`src/design/iems_pkg.sv`:
```
`timescale 1ns / 1ps
`default_nettype none
package iems_pkg;

   typedef struct packed {
      logic [1:0]  req_type;
      logic [14:0] start_address;
      logic [15:0] byte_count;
      logic [7:0]  write_byte;
      logic        sda_sample;
   } req_type_type;

   typedef struct packed {
      logic       scl_level;
      logic       sda_level;
      logic       busy_res;
      logic [7:0] read_data;
      logic       read_valid;
      logic       read_last;
      logic       byte_taken;
      logic       done_res;
      logic [1:0] status;
   } rsp_type_type;

   typedef struct packed {
      logic [7:0]  device_address_byte;
      logic [8:0]  page_size;
      logic [9:0]  poll_limit;
      logic [11:0] write_recovery_ticks;
   } cfg_type;

   localparam logic [1:0] REQ_TICK  = 2'd0;
   localparam logic [1:0] REQ_READ  = 2'd1;
   localparam logic [1:0] REQ_WRITE = 2'd2;
   localparam logic [1:0] REQ_PROBE = 2'd3;

   localparam logic [1:0] CSR_DEV  = 2'd0;
   localparam logic [1:0] CSR_PAGE = 2'd1;
   localparam logic [1:0] CSR_POLL = 2'd2;
   localparam logic [1:0] CSR_REC  = 2'd3;

   localparam logic [1:0] ST_OK      = 2'd0;
   localparam logic [1:0] ST_NOACK   = 2'd1;
   localparam logic [1:0] ST_TIMEOUT = 2'd2;

endpackage
`default_nettype wire

```
`src/design/iems_csr.sv`:
```
`timescale 1ns / 1ps
`default_nettype none
module iems_csr (
   input  wire logic            clock,
   input  wire logic            reset,
   input  wire logic            csr_write_enable,
   input  wire logic [1:0]      csr_index,
   input  wire logic [11:0]     csr_write_data,
   output iems_pkg::cfg_type    cfg
);
   import iems_pkg::*;

   cfg_type cfg_ff;

   always_ff @(posedge clock) begin
      if (reset) begin
         cfg_ff.device_address_byte  <= 8'd160;
         cfg_ff.page_size            <= 9'd64;
         cfg_ff.poll_limit           <= 10'd1000;
         cfg_ff.write_recovery_ticks <= 12'd1250;
      end else if (csr_write_enable) begin
         unique case (csr_index)
            CSR_DEV:  cfg_ff.device_address_byte  <= csr_write_data[7:0];
            CSR_PAGE: cfg_ff.page_size            <= csr_write_data[8:0];
            CSR_POLL: cfg_ff.poll_limit           <= csr_write_data[9:0];
            CSR_REC:  cfg_ff.write_recovery_ticks <= csr_write_data;
            default: ;
         endcase
      end
   end

   assign cfg = cfg_ff;
endmodule
`default_nettype wire

```
`src/design/iems_seq.sv`:
```
`timescale 1ns / 1ps
`default_nettype none
module iems_seq (
   input  wire logic                 clock,
   input  wire logic                 reset,
   input  wire logic                 step,
   input  iems_pkg::req_type_type    req,
   input  iems_pkg::cfg_type         cfg,
   output iems_pkg::rsp_type_type    rsp
);
   import iems_pkg::*;

   typedef enum logic [4:0] {
      PH_IDLE, PH_P_STOP1, PH_P_START, PH_P_DEV, PH_P_ACK, PH_P_STOP2,
      PH_R_START1, PH_R_DEVW, PH_R_ACK1, PH_R_AH, PH_R_ACK2, PH_R_AL,
      PH_R_ACK3, PH_R_START2, PH_R_DEVR, PH_R_ACK4, PH_R_DATA, PH_R_ACKOUT,
      PH_W_STOP_PAGE, PH_W_START, PH_W_DEV, PH_W_POLLACK, PH_W_AH,
      PH_W_AACK1, PH_W_AL, PH_W_AACK2, PH_W_DATA, PH_W_DACK, PH_W_STOP_END,
      PH_W_RECOVER, PH_STOP_OK, PH_STOP_FAIL
   } phase_type;

   phase_type   phase_ff, phase_in, ph;
   logic [1:0]  step_ff, step_in, ts;
   logic [2:0]  bit_ff, bit_in, bi;
   logic [7:0]  shift_ff, shift_in;
   logic [15:0] addr_ff, addr_in;
   logic [15:0] left_ff, left_in;
   logic [9:0]  poll_ff, poll_in;
   logic [11:0] wait_ff, wait_in;
   logic [1:0]  lines_ff, lines_in;
   logic        scl, sda, stop_seen, fin, busy, valid, last, taken, done;
   logic [1:0]  status;
   logic [7:0]  data, sb, sent_bit_src;
   logic [9:0]  poll_inc;
   logic [8:0]  page_mask;
   logic [15:0] addr_inc;

   always_comb begin
      ph = phase_ff; ts = step_ff; bi = bit_ff; sb = shift_ff;
      addr_in = addr_ff; left_in = left_ff; poll_in = poll_ff; wait_in = wait_ff;
      busy = 1'b1; valid = 1'b0; data = 8'd0; last = 1'b0; taken = 1'b0;
      done = 1'b0; status = ST_OK; stop_seen = 1'b0; fin = 1'b0;
      scl = lines_ff[1]; sda = lines_ff[0];
      sent_bit_src = 8'd0; poll_inc = 10'd0;
      page_mask = cfg.page_size - 9'd1;
      addr_inc = addr_ff + 16'd1;
      if (phase_ff == PH_IDLE) begin
         if (req.req_type == REQ_TICK) begin
            busy = 1'b0;
         end else begin
            addr_in = {1'b0, req.start_address};
            left_in = req.byte_count;
            poll_in = 10'd0; wait_in = 12'd0; ts = 2'd0; bi = 3'd0; sb = 8'd0;
            unique case (req.req_type)
               REQ_PROBE: ph = PH_P_STOP1;
               REQ_READ:  ph = PH_R_START1;
               default:   ph = (req.byte_count != 16'd0) ? PH_W_STOP_PAGE
                                                          : PH_W_STOP_END;
            endcase
         end
      end
      phase_in = ph; step_in = ts; bit_in = bi; shift_in = sb;
      // shared primitive completions evaluated per phase
      unique case (ph)
         PH_P_STOP1, PH_W_STOP_PAGE, PH_STOP_OK, PH_STOP_FAIL, PH_P_STOP2,
         PH_W_STOP_END: begin
            scl = 1'b1; sda = 1'b0; stop_seen = 1'b1;
         end
         PH_P_START, PH_R_START1, PH_R_START2, PH_W_START: begin
            scl = (ts < 2'd2); sda = (ts == 2'd0);
            fin = (ts >= 2'd2);
            step_in = fin ? 2'd0 : ts + 2'd1;
         end
         PH_P_DEV, PH_R_DEVW, PH_R_AH, PH_R_AL, PH_R_DEVR, PH_W_DEV, PH_W_AH,
         PH_W_AL, PH_W_DATA: begin
            sent_bit_src = sb;
            if (ph == PH_W_DATA && bi == 3'd0 && ts == 2'd0) begin
               sent_bit_src = req.write_byte; taken = 1'b1;
            end
            shift_in = sent_bit_src;
            if (ts == 2'd0) begin
               scl = 1'b0; sda = sent_bit_src[7]; step_in = 2'd1;
            end else if (ts == 2'd1) begin
               scl = 1'b1; sda = sent_bit_src[7]; step_in = 2'd2;
            end else begin
               scl = 1'b0; sda = (bi == 3'd7) ? 1'b1 : sent_bit_src[7];
               shift_in = {sent_bit_src[6:0], 1'b0}; step_in = 2'd0;
               fin = (bi == 3'd7);
               bit_in = fin ? 3'd0 : bi + 3'd1;
            end
         end
         PH_P_ACK, PH_R_ACK1, PH_R_ACK2, PH_R_ACK3, PH_R_ACK4, PH_W_POLLACK,
         PH_W_AACK1, PH_W_AACK2, PH_W_DACK: begin
            if (ts == 2'd1) shift_in = {7'd0, req.sda_sample};
            scl = (ts == 2'd1); sda = 1'b1;
            fin = (ts >= 2'd2);
            step_in = fin ? 2'd0 : ts + 2'd1;
         end
         PH_R_DATA: begin
            if (ts == 2'd0) begin
               scl = 1'b1; sda = 1'b1;
               shift_in = {sb[6:0], req.sda_sample}; step_in = 2'd1;
               if (bi == 3'd7) begin
                  valid = 1'b1; data = {sb[6:0], req.sda_sample};
                  last = (left_ff == 16'd1);
               end
            end else begin
               scl = 1'b0; sda = 1'b1; step_in = 2'd0;
               fin = (bi == 3'd7);
               bit_in = fin ? 3'd0 : bi + 3'd1;
            end
         end
         PH_R_ACKOUT: begin
            scl = (ts == 2'd1); sda = (left_ff <= 16'd1);
            fin = (ts >= 2'd2);
            step_in = fin ? 2'd0 : ts + 2'd1;
         end
         default: ;
      endcase
      // phase transitions; enter() clears step and bit
      unique case (ph)
         PH_P_STOP1: begin phase_in = PH_P_START; step_in = 2'd0; bit_in = 3'd0;
            shift_in = 8'd0; end
         PH_P_START, PH_R_START1, PH_R_START2, PH_W_START: if (fin) begin
            bit_in = 3'd0;
            phase_in = (ph == PH_P_START) ? PH_P_DEV :
                       (ph == PH_R_START1) ? PH_R_DEVW :
                       (ph == PH_R_START2) ? PH_R_DEVR : PH_W_DEV;
            shift_in = (ph == PH_R_START2) ? (cfg.device_address_byte | 8'd1)
                                           : cfg.device_address_byte;
         end
         PH_P_DEV, PH_R_DEVW, PH_R_AH, PH_R_AL, PH_R_DEVR, PH_W_DEV, PH_W_AH,
         PH_W_AL, PH_W_DATA: if (fin) begin
            shift_in = 8'd0;
            phase_in = (ph == PH_P_DEV) ? PH_P_ACK :
                       (ph == PH_R_DEVW) ? PH_R_ACK1 :
                       (ph == PH_R_AH) ? PH_R_ACK2 :
                       (ph == PH_R_AL) ? PH_R_ACK3 :
                       (ph == PH_R_DEVR) ? PH_R_ACK4 :
                       (ph == PH_W_DEV) ? PH_W_POLLACK :
                       (ph == PH_W_AH) ? PH_W_AACK1 :
                       (ph == PH_W_AL) ? PH_W_AACK2 : PH_W_DACK;
         end
         PH_P_ACK: if (fin) phase_in = PH_P_STOP2;
         PH_P_STOP2: begin
            step_in = 2'd0; bit_in = 3'd0;
            if (sb[0]) begin phase_in = PH_STOP_FAIL; shift_in = 8'd1; end
            else begin phase_in = PH_IDLE; done = 1'b1; status = ST_OK; end
         end
         PH_R_ACK1, PH_R_ACK2, PH_R_ACK3, PH_R_ACK4, PH_W_AACK1, PH_W_AACK2:
         if (fin) begin
            if (shift_in[0]) begin phase_in = PH_STOP_FAIL; shift_in = 8'd1; end
            else begin
               unique case (ph)
                  PH_R_ACK1: begin phase_in = PH_R_AH; shift_in = {1'b0, addr_ff[14:8]}; end
                  PH_R_ACK2: begin phase_in = PH_R_AL; shift_in = addr_ff[7:0]; end
                  PH_R_ACK3: begin phase_in = PH_R_START2; shift_in = 8'd0; end
                  PH_R_ACK4: begin shift_in = 8'd0;
                     phase_in = (left_ff != 16'd0) ? PH_R_DATA : PH_STOP_OK; end
                  PH_W_AACK1: begin phase_in = PH_W_AL; shift_in = addr_ff[7:0]; end
                  default: begin phase_in = PH_W_DATA; shift_in = 8'd0; end
               endcase
            end
         end
         PH_R_DATA: if (fin) phase_in = PH_R_ACKOUT;
         PH_R_ACKOUT: if (fin) begin
            shift_in = 8'd0;
            if (left_ff != 16'd0) left_in = left_ff - 16'd1;
            phase_in = (left_ff <= 16'd1) ? PH_STOP_OK : PH_R_DATA;
         end
         PH_W_STOP_PAGE: begin
            poll_in = 10'd0; phase_in = PH_W_START;
            step_in = 2'd0; bit_in = 3'd0; shift_in = 8'd0;
         end
         PH_W_POLLACK: if (fin) begin
            if (!shift_in[0]) begin
               phase_in = PH_W_AH; shift_in = {1'b0, addr_ff[14:8]};
            end else begin
               poll_inc = poll_ff + 10'd1; poll_in = poll_inc; shift_in = 8'd0;
               if (poll_inc >= cfg.poll_limit) begin
                  phase_in = PH_STOP_FAIL; shift_in = 8'd2;
               end else phase_in = PH_W_START;
            end
         end
         PH_W_DACK: if (fin) begin
            if (shift_in[0]) begin phase_in = PH_STOP_FAIL; shift_in = 8'd1; end
            else begin
               shift_in = 8'd0; addr_in = addr_inc;
               if (left_ff != 16'd0) left_in = left_ff - 16'd1;
               if (left_ff <= 16'd1) phase_in = PH_W_STOP_END;
               else if ((addr_inc[8:0] & page_mask) == 9'd0) phase_in = PH_W_STOP_PAGE;
               else phase_in = PH_W_DATA;
            end
         end
         PH_W_STOP_END: begin
            step_in = 2'd0; bit_in = 3'd0;
            if (cfg.write_recovery_ticks == 12'd0) begin
               phase_in = PH_IDLE; done = 1'b1;
            end else begin
               wait_in = cfg.write_recovery_ticks; phase_in = PH_W_RECOVER;
               shift_in = 8'd0;
            end
         end
         PH_W_RECOVER: begin
            if (wait_ff != 12'd0) wait_in = wait_ff - 12'd1;
            if (wait_ff <= 12'd1) begin phase_in = PH_IDLE; done = 1'b1; end
         end
         PH_STOP_OK: begin phase_in = PH_IDLE; done = 1'b1; step_in = 2'd0;
            bit_in = 3'd0; end
         PH_STOP_FAIL: begin phase_in = PH_IDLE; done = 1'b1; step_in = 2'd0;
            bit_in = 3'd0; status = sb[1:0]; end
         default: ;
      endcase
      lines_in = stop_seen ? 2'b11 : {scl, sda};
   end

   always_ff @(posedge clock) begin
      if (reset) begin
         phase_ff <= PH_IDLE; step_ff <= 2'd0; bit_ff <= 3'd0; shift_ff <= 8'd0;
         addr_ff <= 16'd0; left_ff <= 16'd0; poll_ff <= 10'd0; wait_ff <= 12'd0;
         lines_ff <= 2'b11;
      end else if (step) begin
         phase_ff <= phase_in; step_ff <= step_in; bit_ff <= bit_in;
         shift_ff <= shift_in; addr_ff <= addr_in; left_ff <= left_in;
         poll_ff <= poll_in; wait_ff <= wait_in; lines_ff <= lines_in;
      end
   end

   always_comb begin
      rsp.scl_level = scl; rsp.sda_level = sda; rsp.busy_res = busy;
      rsp.read_data = data; rsp.read_valid = valid; rsp.read_last = last;
      rsp.byte_taken = taken; rsp.done_res = done; rsp.status = status;
   end
endmodule
`default_nettype wire

```
`src/design/i2c_eeprom_master_sequencer_unit.sv`:
```
`timescale 1ns / 1ps
`default_nettype none
// Bit-banged i2c master for a two-byte-address serial eeprom. Each accepted item is one
// bus tick; its result item gives the scl and sda levels for that tick plus read data,
// write byte consumption, busy, done and status. One item per cycle is sustained: the
// sequencer state advances when an item is taken, and the result sits in an output
// register that releases the input side whenever it is empty or being drained. The result
// is valid in the cycle after the input is accepted.
module i2c_eeprom_master_sequencer_unit (
   input  wire logic                 clock,
   input  wire logic                 reset,
   input  wire logic                 req_valid,
   output      logic                 req_ready,
   input  iems_pkg::req_type_type    req_data,
   output      logic                 rsp_valid,
   input  wire logic                 rsp_ready,
   output iems_pkg::rsp_type_type    rsp_data,
   input  wire logic                 csr_write_enable,
   input  wire logic [1:0]           csr_index,
   input  wire logic [11:0]          csr_write_data
);
   import iems_pkg::*;

   cfg_type      cfg;
   rsp_type_type rsp_next;
   rsp_type_type rsp_ff;
   logic         valid_ff;
   logic         take;

   // input side flows when the output register is free or emptying
   assign req_ready = !valid_ff || rsp_ready;
   assign take      = req_valid && req_ready;

   iems_csr u_csr (
      .clock, .reset, .csr_write_enable, .csr_index, .csr_write_data, .cfg
   );

   iems_seq u_seq (
      .clock, .reset, .step(take), .req(req_data), .cfg, .rsp(rsp_next)
   );

   always_ff @(posedge clock) begin
      if (reset) begin
         valid_ff <= 1'b0;
      end else if (req_ready) begin
         valid_ff <= req_valid;
      end
      if (take) rsp_ff <= rsp_next;
   end

   assign rsp_valid = valid_ff;
   assign rsp_data  = rsp_ff;
endmodule
`default_nettype wire

```
`config.mk`:
```
export PLATFORM = sky130hd
export DESIGN_NAME = i2c_eeprom_master_sequencer_unit
export DESIGN_NICKNAME = d
export VERILOG_FILES = /design/src/design/iems_pkg.sv /design/src/design/iems_csr.sv /design/src/design/iems_seq.sv /design/src/design/i2c_eeprom_master_sequencer_unit.sv
export SDC_FILE = /design/constraint.sdc
export NUM_CORES = 1
export LEC_CHECK = 0
export BUFFER_PORTS_ARGS = -buffer_cell sky130_fd_sc_hd__buf_4
export CORE_ASPECT_RATIO = 0.9
export CORE_MARGIN = 3
export CORE_UTILIZATION = 60
export CTS_CLUSTER_DIAMETER = 150
export DETAILED_ROUTE_END_ITERATION = 6
export PLACE_DENSITY = 0.8
export SYNTH_ARGS = -nofsm -noshare
export SYNTH_HDL_FRONTEND = slang
export SYNTH_SLANG_ARGS = --single-unit
```
`constraint.sdc`:
```
create_clock -name clock -period 5.6 [get_ports clock]
set_clock_uncertainty 0.2 [all_clocks]
set_input_delay 0.28 -clock clock [delete_from_list [all_inputs] [get_ports clock]]
set_output_delay 0.28 -clock clock [all_outputs]
set_load 0.05 [all_outputs]
```
==> results.cfg, run 1 <==
[status]
outcome = finished clean

[critical_path]
cp.arrival_ps = 5020
slowest_stage = nor4_4
path_delay_family = simple AND/OR/NAND/NOR gates
path_cells = dlygate4sd3_1 > buf_4 > nor4_1 > and4_1 > a21oi_2 > o21ai_0 > o21ai_1 > and2_1 > nor4_4 > mux2i_1 > a2111oi_2
worst-path-buf-inv = 2
critical_path_class = in -> reg
endpoint_kind = flop
worst_ep_required_time_ps = 5730
slowest_delay_ps = 840
start_kind = input port
critPathMaxFanout = 18

[synth]
ys.flop_type = dfxtp_1
synth_area_leaders = dfxtp_1 25%, nand2_1 7.8%, edfxtp_1 5.7%
async_reset_ff_share_pct = 0
synth_seq_area_share_pct = 31.1
yosys.area.top_type = dfxtp_1
synth_top_cell_area_share_pct = 25.3
netlist_area_mm2 = 0.00892
ys_types = 82
synth_nets = 1283
netlist_instances = 1202
ys_warn_count = 0
synth.avg_cell_area_um2 = 7.42
synth_edf_count = 17
ys_seq_elements = 130

[sta]
fin_tns_setup_ps = 0
rsz0062_at_grt = no
worst_pin_slew_ps = 1030
period_share_pct = 87.2
finalSetupViolations = 0
final-hold-violation-count = 0
slew_violations = 0
maxSlewHeadroom_pct = 31.2
fin_crit_ps = 4890
max_freq_mhz = 205

[finish]
design_area_mm2 = 0.0105
drive_gt1_share_pct = 12.8
layout_common_cells = 185 x nand2_1, 133 x nor2_1, 113 x dfxtp_1, 103 x buf_4, 90 x a21oi_1
area.growth.synth_to_final_pct = 17.7
layout_commonest_cell = nand2_1
final_nets = 1356
antenna_cells = 0

[clock_network]
clock_sinks = 130
cts_tree = built
cts-root-buf = clkbuf_16
htreeDepth = 4
numCtsBuffers = 17
cts_setup_buffers = 0
clkLatencyLatePin_ps = 440
clk_path_buf_depth = 2
path_clk_slew_ps = 70

[global_route]
grt_max_degree = 74
grtUsageTotal_pct = 39.7
grt_remaining_overflow = 0
grt_pass1_wl_um = 51400
antenna_found_initial = 0
grt_pass1_vias = 9486

[drt]
wirelength_um = 33100
first_pass_iters = 6
avgViaCountPerCell = 6.96
wl_per_cell_um = 22.4
drtIter0Drc = 1523
route.detailed.drc = 0
drtAntennaViolNets = 0
via_count = 10300

[placed_design]
numPortBuffers = 79
dp_hpwl_um = 22700
place.gp.congestion = 1.06
placed_area_mm2 = 0.00964

[power_and_ir_drop]
p_leak_nw = 4.10
power_density_mw_per_mm2 = 366
ir_drop_uv = 274

[floorplan]
dieArea_mm2 = 0.0164
rows = 41
die_w_um = 135
initial_core_util_pct = 62.4
pin_count = 80
die_h_um = 122
core_mm2 = 0.0143

[worst_hold_path]
hp-class = in -> reg

[run]
drv_cap = 0
-- worst reg2reg max path, stage by stage (launching register included) --
cell and delay, ps:
dfxtp_1 730, nor2_1 300, a31oi_1 590, a21oi_2 290
o21ai_0 550, o21ai_1 300, and2_1 350, nor4_4 840
mux2i_1 220, a2111oi_2 410
-- layer usage --
layer | up-vias | share of wire [%] | global-route usage (%)
li1 | 4587 | - | -
met3 | 157 | 14 | 10.4
met5 | - | 0 | 0
met2 | 891 | 43 | 59.9
met1 | 4679 | 38 | 53.2
met4 | 0 | 4.7 | 19.1
-- synthesized netlist by cell type, types with 10 or more instances --
| cell type | instances |
|---|---|
| nor3_1 | 38 |
| a22oi_1 | 15 |
| a211oi_1 | 14 |
| o21ai_0 | 61 |
| o22ai_1 | 12 |
| mux2i_1 | 30 |
| o31ai_1 | 12 |
| nor2_1 | 133 |
| a21oi_1 | 90 |
| a2111oi_0 | 10 |
| and3_1 | 16 |
| o211ai_1 | 19 |
| clkbuf_1 | 53 |
| buf_2 | 11 |
| nand3_1 | 43 |
| nand2_1 | 185 |
| inv_1 | 38 |
| dfxtp_1 | 113 |
| nand2b_1 | 15 |
| xnor2_1 | 13 |
| nand4_1 | 12 |
| or3_1 | 11 |
| a31oi_1 | 25 |
| xor2_1 | 14 |
| a21o_1 | 15 |
| ha_1 | 20 |
| nor4_1 | 18 |
| edfxtp_1 | 17 |
-- stage by stage --
step	std cells	util [%]	worst slack (ps)	power, mW	hold WS (ps)
2_1_floorplan	1202	-	1360	2.13	204
3_3_place_gp	1425	67.3	1060	2.56	246
3_5_place_dp	1425	67.3	950	2.56	256
4_1_cts	1481	73.4	902	3.77	21.4
5_1_grt	1481	73.4	407	3.98	37.6
6_report	1481	73.4	715	3.85	25.7
-- worst paths after layout --
path | start | endpoint | slack, ps | cells past startpoint
hold / removal | req_data[38] | u_seq.addr_ff[13]$_SDFFE_PP0P_ | 30 | 3
setup reg to reg | u_seq.phase_ff[4]$_SDFFE_PP0P_ | u_seq.addr_ff[13]$_SDFFE_PP0P_ | 720 | 9
hold reg to reg | u_seq.addr_ff[12]$_SDFFE_PP0P_ | u_seq.addr_ff[12]$_SDFFE_PP0P_ | 270 | 2
setup / recovery | req_data[11] | u_seq.addr_ff[13]$_SDFFE_PP0P_ | 710 | 11
-- final cells by class --
class | count | area [µm²]
multi-input combinational | 960 | 5700
fill | 1105 | 3800
sequential | 130 | 2770
timing repair buffer | 127 | 1010
clock buffer | 21 | 503
tap | 193 | 241
inverter | 39 | 146
clock inverter | 11 | 128
-- logic make-up after synthesis --
group | after synthesis | share of synthesized area [%]
DFF | 130 | 31.1
xor gates and xnor gates | 27 | 2.65
muxes | 31 | 3.49
and+or+nand+nor | 518 | 27.1
buffers and inverters | 112 | 5.13
adders and majority gates | 20 | 2.80
AOI/OAI and AO/OA | 364 | 27.7
-- registers in the layout (all words and copies together) (netlist names) --
register	flops
u_seq.bit_ff	3
u_seq.lines_ff	2
u_seq.wait_ff	12
rsp_valid	1
u_csr.cfg	39
u_seq.addr_ff	15
u_seq.shift_ff	8
u_seq.poll_ff	10
u_seq.left_ff	16
rsp_data	17
u_seq.phase_ff	5
u_seq.step_ff	2
-- power breakdown --
group	switching, mW	internal (mW)	leakage (nW)
combinational	1.00	0.483	2.70
sequential	0.121	1.04	1.09
clock	0.502	0.708	0.313
total	1.62	2.23	4.10
-- what timing repair did --
item                                    in CTS  in global routing
gates resized for setup                      0                  0
endpoints found under the hold margin       56                  0
endpoints found under the setup margin       0                  0
hold buffers                                24                  0
(Power assumes the default switching activity.)
==> inputs of run 2 (changes only) <==
--- a/config.mk
+++ b/config.mk
@@ -11,7 +11,7 @@
 export CORE_UTILIZATION = 60
 export CTS_CLUSTER_DIAMETER = 150
 export DETAILED_ROUTE_END_ITERATION = 6
-export PLACE_DENSITY = 0.8
+export PLACE_DENSITY = 0.84
 export SYNTH_ARGS = -nofsm -noshare
 export SYNTH_HDL_FRONTEND = slang
 export SYNTH_SLANG_ARGS = --single-unit
==> results.cfg, run 2 (synthesized netlist as in run 1, its figures left out) <==
[sta]
maxSlewHeadroom_pct = 31.8
rsz0062_at_grt = no
period_share_pct = 86.8
slew_violations = 0
fin_tns_setup_ps = 0
finalSetupViolations = 0
final-hold-violation-count = 0
whs_ps = 8.22
worst_pin_slew_ps = 1020
fin_crit_ps = 4860
fin_ws_ps = 739
max_freq_mhz = 206

[global_route]
busiest_layer = met2
met3_usage_pct = 9.33
grt_max_degree = 43
grtUsageTotal_pct = 37.5
grt_pass1_vias = 9334
met1_usage_pct = 50.7
met2_usage_pct = 57.7
grt_remaining_overflow = 0
antenna_found_initial = 0
grt_pass1_wl_um = 49100

[floorplan]
die_w_um = 135
dieArea_mm2 = 0.0164
die_h_um = 122
pin_count = 80
rows = 41
core_mm2 = 0.0143
initial_core_util_pct = 62.4

[placed_design]
place.gp.congestion = 1.10
dp_hpwl_um = 21500
numPortBuffers = 79
place_ws_ps = 1140

[finish]
layout_common_cells = 185 x nand2_1, 133 x nor2_1, 113 x dfxtp_1, 105 x buf_4, 90 x a21oi_1
drive_gt1_share_pct = 12.8
fill_cells = 1136
final_nets = 1360
area.growth.synth_to_final_pct = 17.7
layout_commonest_cell = nand2_1
antenna_cells = 0
largest_register_ff_count = 39

[clock_network]
clock_sinks = 130
clk_path_buf_depth = 2
htreeDepth = 4
clkLatencyLatePin_ps = 440
cts-root-buf = clkbuf_16
path_clk_slew_ps = 60
cts_setup_buffers = 0
cts_resized = 0
cts_tree = built
numCtsBuffers = 17

[drt]
first_pass_iters = 7
drtAntennaViolNets = 0
wirelength_um = 31000
wl_per_cell_um = 20.9
via_count = 10100
drtIter0Drc = 1529
avgViaCountPerCell = 6.80
route.detailed.drc = 0

[status]
outcome = finished clean

[critical_path]
worst_ep_required_time_ps = 5730
path_delay_family = simple AND/OR/NAND/NOR gates
start_kind = input port
slowest_delay_ps = 730
cp-startpoint = req_data[19]
worstReg2RegStart = u_seq.phase_ff[4]$_SDFFE_PP0P_
worst-path-buf-inv = 2
critical_path_class = in -> reg
path_cells = dlygate4sd3_1 > buf_4 > nor4_1 > and4_1 > a21oi_2 > o21ai_0 > o21ai_1 > and2_1 > nor3_2 > o211ai_1 > a221oi_1
critPathMaxFanout = 9
endpoint_kind = flop
slowest_stage = nor4_1
cp.arrival_ps = 4990

[power_and_ir_drop]
p_leak_nw = 4.10
ir_drop_uv = 245
power_density_mw_per_mm2 = 359

[run]
drv_cap = 0

[worst_hold_path]
hp-class = in -> reg
hold_start = req_data[0]
==> run 2: final cells by class <==
cell class	instances	area (µm²)	area share [%]
multi-input combinational	960	5700	54.3
timing repair buffer	131	1050	9.98
sequential	130	2770	26.4
tap	193	241	2.30
inverter	39	146	1.39
clock buffer	21	470	4.48
clock inverter	11	125	1.19
==> run 2: power breakdown <==
part / switching, mW / internal (mW) / total [mW]
Sequential: 0.108 / 1.04 / 1.14
Clock: 0.441 / 0.694 / 1.13
Combinational: 0.999 / 0.495 / 1.49
Total: 1.55 / 2.22 / 3.77
==> run 2: layer usage <==
layer	wire length (µm)	share of wire (%)
met1	12400	40
met2	13600	44
met3	3760	12
met4	1270	4.1
met5	0	0
==> run 2: worst paths after layout <==
kind / to / slack [ps] / cells past startpoint
worst max register to register: u_seq.addr_ff[6]$_SDFFE_PP0P_ / 950 / 9
worst min register to register: u_csr.cfg[14]$_SDFFE_PP0P_ / 260 / 2
worst min-delay path: rsp_data[6]$_SDFFCE_PN0P_ / 8 / 2
worst max-delay path: u_seq.addr_ff[6]$_SDFFE_PP0P_ / 740 / 11
==> run 2: through the flow <==
stage	power, mW	util, %	instance area [µm²]	std cells
after floorplan	2.13	-	8920	1202
after global placement	2.54	67.4	9650	1427
after detailed placement	2.55	67.4	9650	1427
after CTS	3.70	73.4	10500	1485
after global routing	3.91	73.4	10500	1485
final	3.77	73.4	10500	1485
==> run 2: repair_timing <==
item / CTS / global route
endpoints found under the hold margin: 52 / 0
hold buffers: 26 / 0
setup endpoints to repair: 0 / 0
==> inputs of run 3 (changes only) <==
--- a/config.mk
+++ b/config.mk
@@ -7,7 +7,7 @@
 export LEC_CHECK = 0
 export BUFFER_PORTS_ARGS = -buffer_cell sky130_fd_sc_hd__buf_4
 export CORE_ASPECT_RATIO = 0.9
-export CORE_MARGIN = 3
+export CORE_MARGIN = 5
 export CORE_UTILIZATION = 60
 export CTS_CLUSTER_DIAMETER = 150
 export DETAILED_ROUTE_END_ITERATION = 6
==> results.cfg, run 3 (synthesized netlist as in run 1, its figures left out) <==
[clock_network]
cts-root-buf = clkbuf_16
numCtsBuffers = 17
htreeDepth = 4
clock_sinks = 130
cts_setup_buffers = 0
path_clk_slew_ps = 70
clkLatencyLatePin_ps = 430
cts_tree = built
clk_path_buf_depth = 2

[sta]
fin_crit_ps = 4910
worst_pin_slew_ps = 998
final-hold-violation-count = 1
maxSlewHeadroom_pct = 33.1
whs_ps = -3.34
max_freq_mhz = 204
fin_ws_ps = 688
rsz0062_at_grt = no
fin_tns_setup_ps = 0
slew_violations = 0
period_share_pct = 87.7
finalSetupViolations = 0

[finish]
layout_common_cells = 185 x nand2_1, 133 x nor2_1, 113 x dfxtp_1, 105 x buf_4, 90 x a21oi_1
antenna_cells = 0
layout_commonest_cell = nand2_1
area.growth.synth_to_final_pct = 16.8
design_area_mm2 = 0.0104
final_nets = 1355
drive_gt1_share_pct = 12.8
largest_register_ff_count = 39

[placed_design]
numPortBuffers = 79
placed_area_mm2 = 0.00966
place.gp.congestion = 1.11
dp_hpwl_um = 22600
place_ws_ps = 856

[worst_hold_path]
hp-class = in -> reg
hold_end = u_seq.left_ff[10]$_SDFFE_PP0P_
holdPathStages = 3
hold_start = req_data[19]

[global_route]
grt_remaining_overflow = 0
grt_max_degree = 76
grtUsageTotal_pct = 35.6
grt_pass1_wl_um = 50300
antenna_found_initial = 0
grt_pass1_vias = 9206

[critical_path]
worst_ep_required_time_ps = 5730
cp.arrival_ps = 5040
endpoint_kind = flop
worstReg2RegStart = u_seq.phase_ff[2]$_SDFFE_PP0P_
reg2reg_depth = 9
critPathMaxFanout = 18
critical_path_class = reg -> reg
start_kind = flop
cp-startpoint = u_seq.phase_ff[2]$_SDFFE_PP0P_
reg2reg_to = u_seq.addr_ff[13]$_SDFFE_PP0P_
reg2reg_setup_slack_ps = 690

[drt]
wirelength_um = 31900
drtAntennaViolNets = 0
first_pass_iters = 6
met3_length_um = 3780
wl_met1_um = 12600
topRoutingLayerUsed = met4
via_count = 10100
route.detailed.drc = 0
wl_per_cell_um = 21.5
drtIter0Drc = 1412
met2_length_um = 14200
avgViaCountPerCell = 6.83

[run]
drv_cap = 0

[power_and_ir_drop]
power_mw = 3.72
p_leak_nw = 4.06
ir_drop_uv = 307
power_density_mw_per_mm2 = 357

[status]
outcome = finished with violations
violations = negative hold slack

[floorplan]
initial_core_util_pct = 60.9
dieArea_mm2 = 0.0174
rows = 42
pin_count = 80
die_h_um = 126
die_w_um = 139
core_mm2 = 0.0147
## run 3: cell types whose count changed in the layout (fill, tap and decap cells not counted)
cell,change
clkbuf_8,-3
inv_6,+1
clkinv_2,-1
dlygate4sd3_1,-5
bufinv_16,-1
clkinvlp_4,+1
clkinv_4,+1
inv_8,+1
## run 3: cell type report
cell class	instances	area, µm²
repair buffers	126	998
clock buffers	18	429
clock inverters	13	126
multi-input cells	960	5700
fillers	1188	4240
inverters	39	146
flip-flops and latches	130	2770
well taps	198	248
## run 3: how the worst max path moves through the flow
stage / end / depth (start not counted) / slack, ps
after global placement: u_seq.addr_ff[13]$_SDFFE_PP0P_ / 9 / 980
after floorplan: u_seq.addr_ff[4]$_SDFFE_PP0P_ / 18 / 1360
after global routing: u_seq.addr_ff[13]$_SDFFE_PP0P_ / 9 / 420
after CTS: u_seq.addr_ff[13]$_SDFFE_PP0P_ / 9 / 850
final: u_seq.addr_ff[13]$_SDFFE_PP0P_ / 9 / 690
after detailed placement: u_seq.addr_ff[13]$_SDFFE_PP0P_ / 9 / 860
## run 3: worst max-delay path, cell delays in order (launching register included)
cell and delay, ps:
dfxtp_1 780, nor2_1 340, a31oi_1 560, a21oi_2 220, o21ai_0 570, o21ai_1 300, and2_1 390, nor4_4 860
mux2i_1 210, a2111oi_2 370
## run 3: metal layers
metal | vias up | GRT usage (%)
li1 | 4593 | -
met1 | 4623 | 47.2
met2 | 787 | 55.7
met3 | 129 | 8.83
met4 | 0 | 15.1
met5 | - | 0
## run 3: through the flow
stage | utilization, % | hold slack (ps) | instances
after floorplan | - | 204 | 1202
after global placement | 65.9 | 245 | 1432
after detailed placement | 65.9 | 252 | 1432
after CTS | 71.1 | 5.95 | 1484
after global routing | 71.1 | 5.13 | 1484
final | 71.1 | -3.34 | 1484
## run 3: where the power goes
group / total (mW) / internal, mW / switching, mW
clock network: 1.09 / 0.616 / 0.469
logic: 1.47 / 0.486 / 0.985
registers: 1.17 / 1.04 / 0.129
total: 3.72 / 2.14 / 1.58
## run 3: repair_timing
action | CTS | global route
gates resized for setup | 0 | 0
hold buffers | 21 | 0
endpoints found under the hold margin | 47 | 0
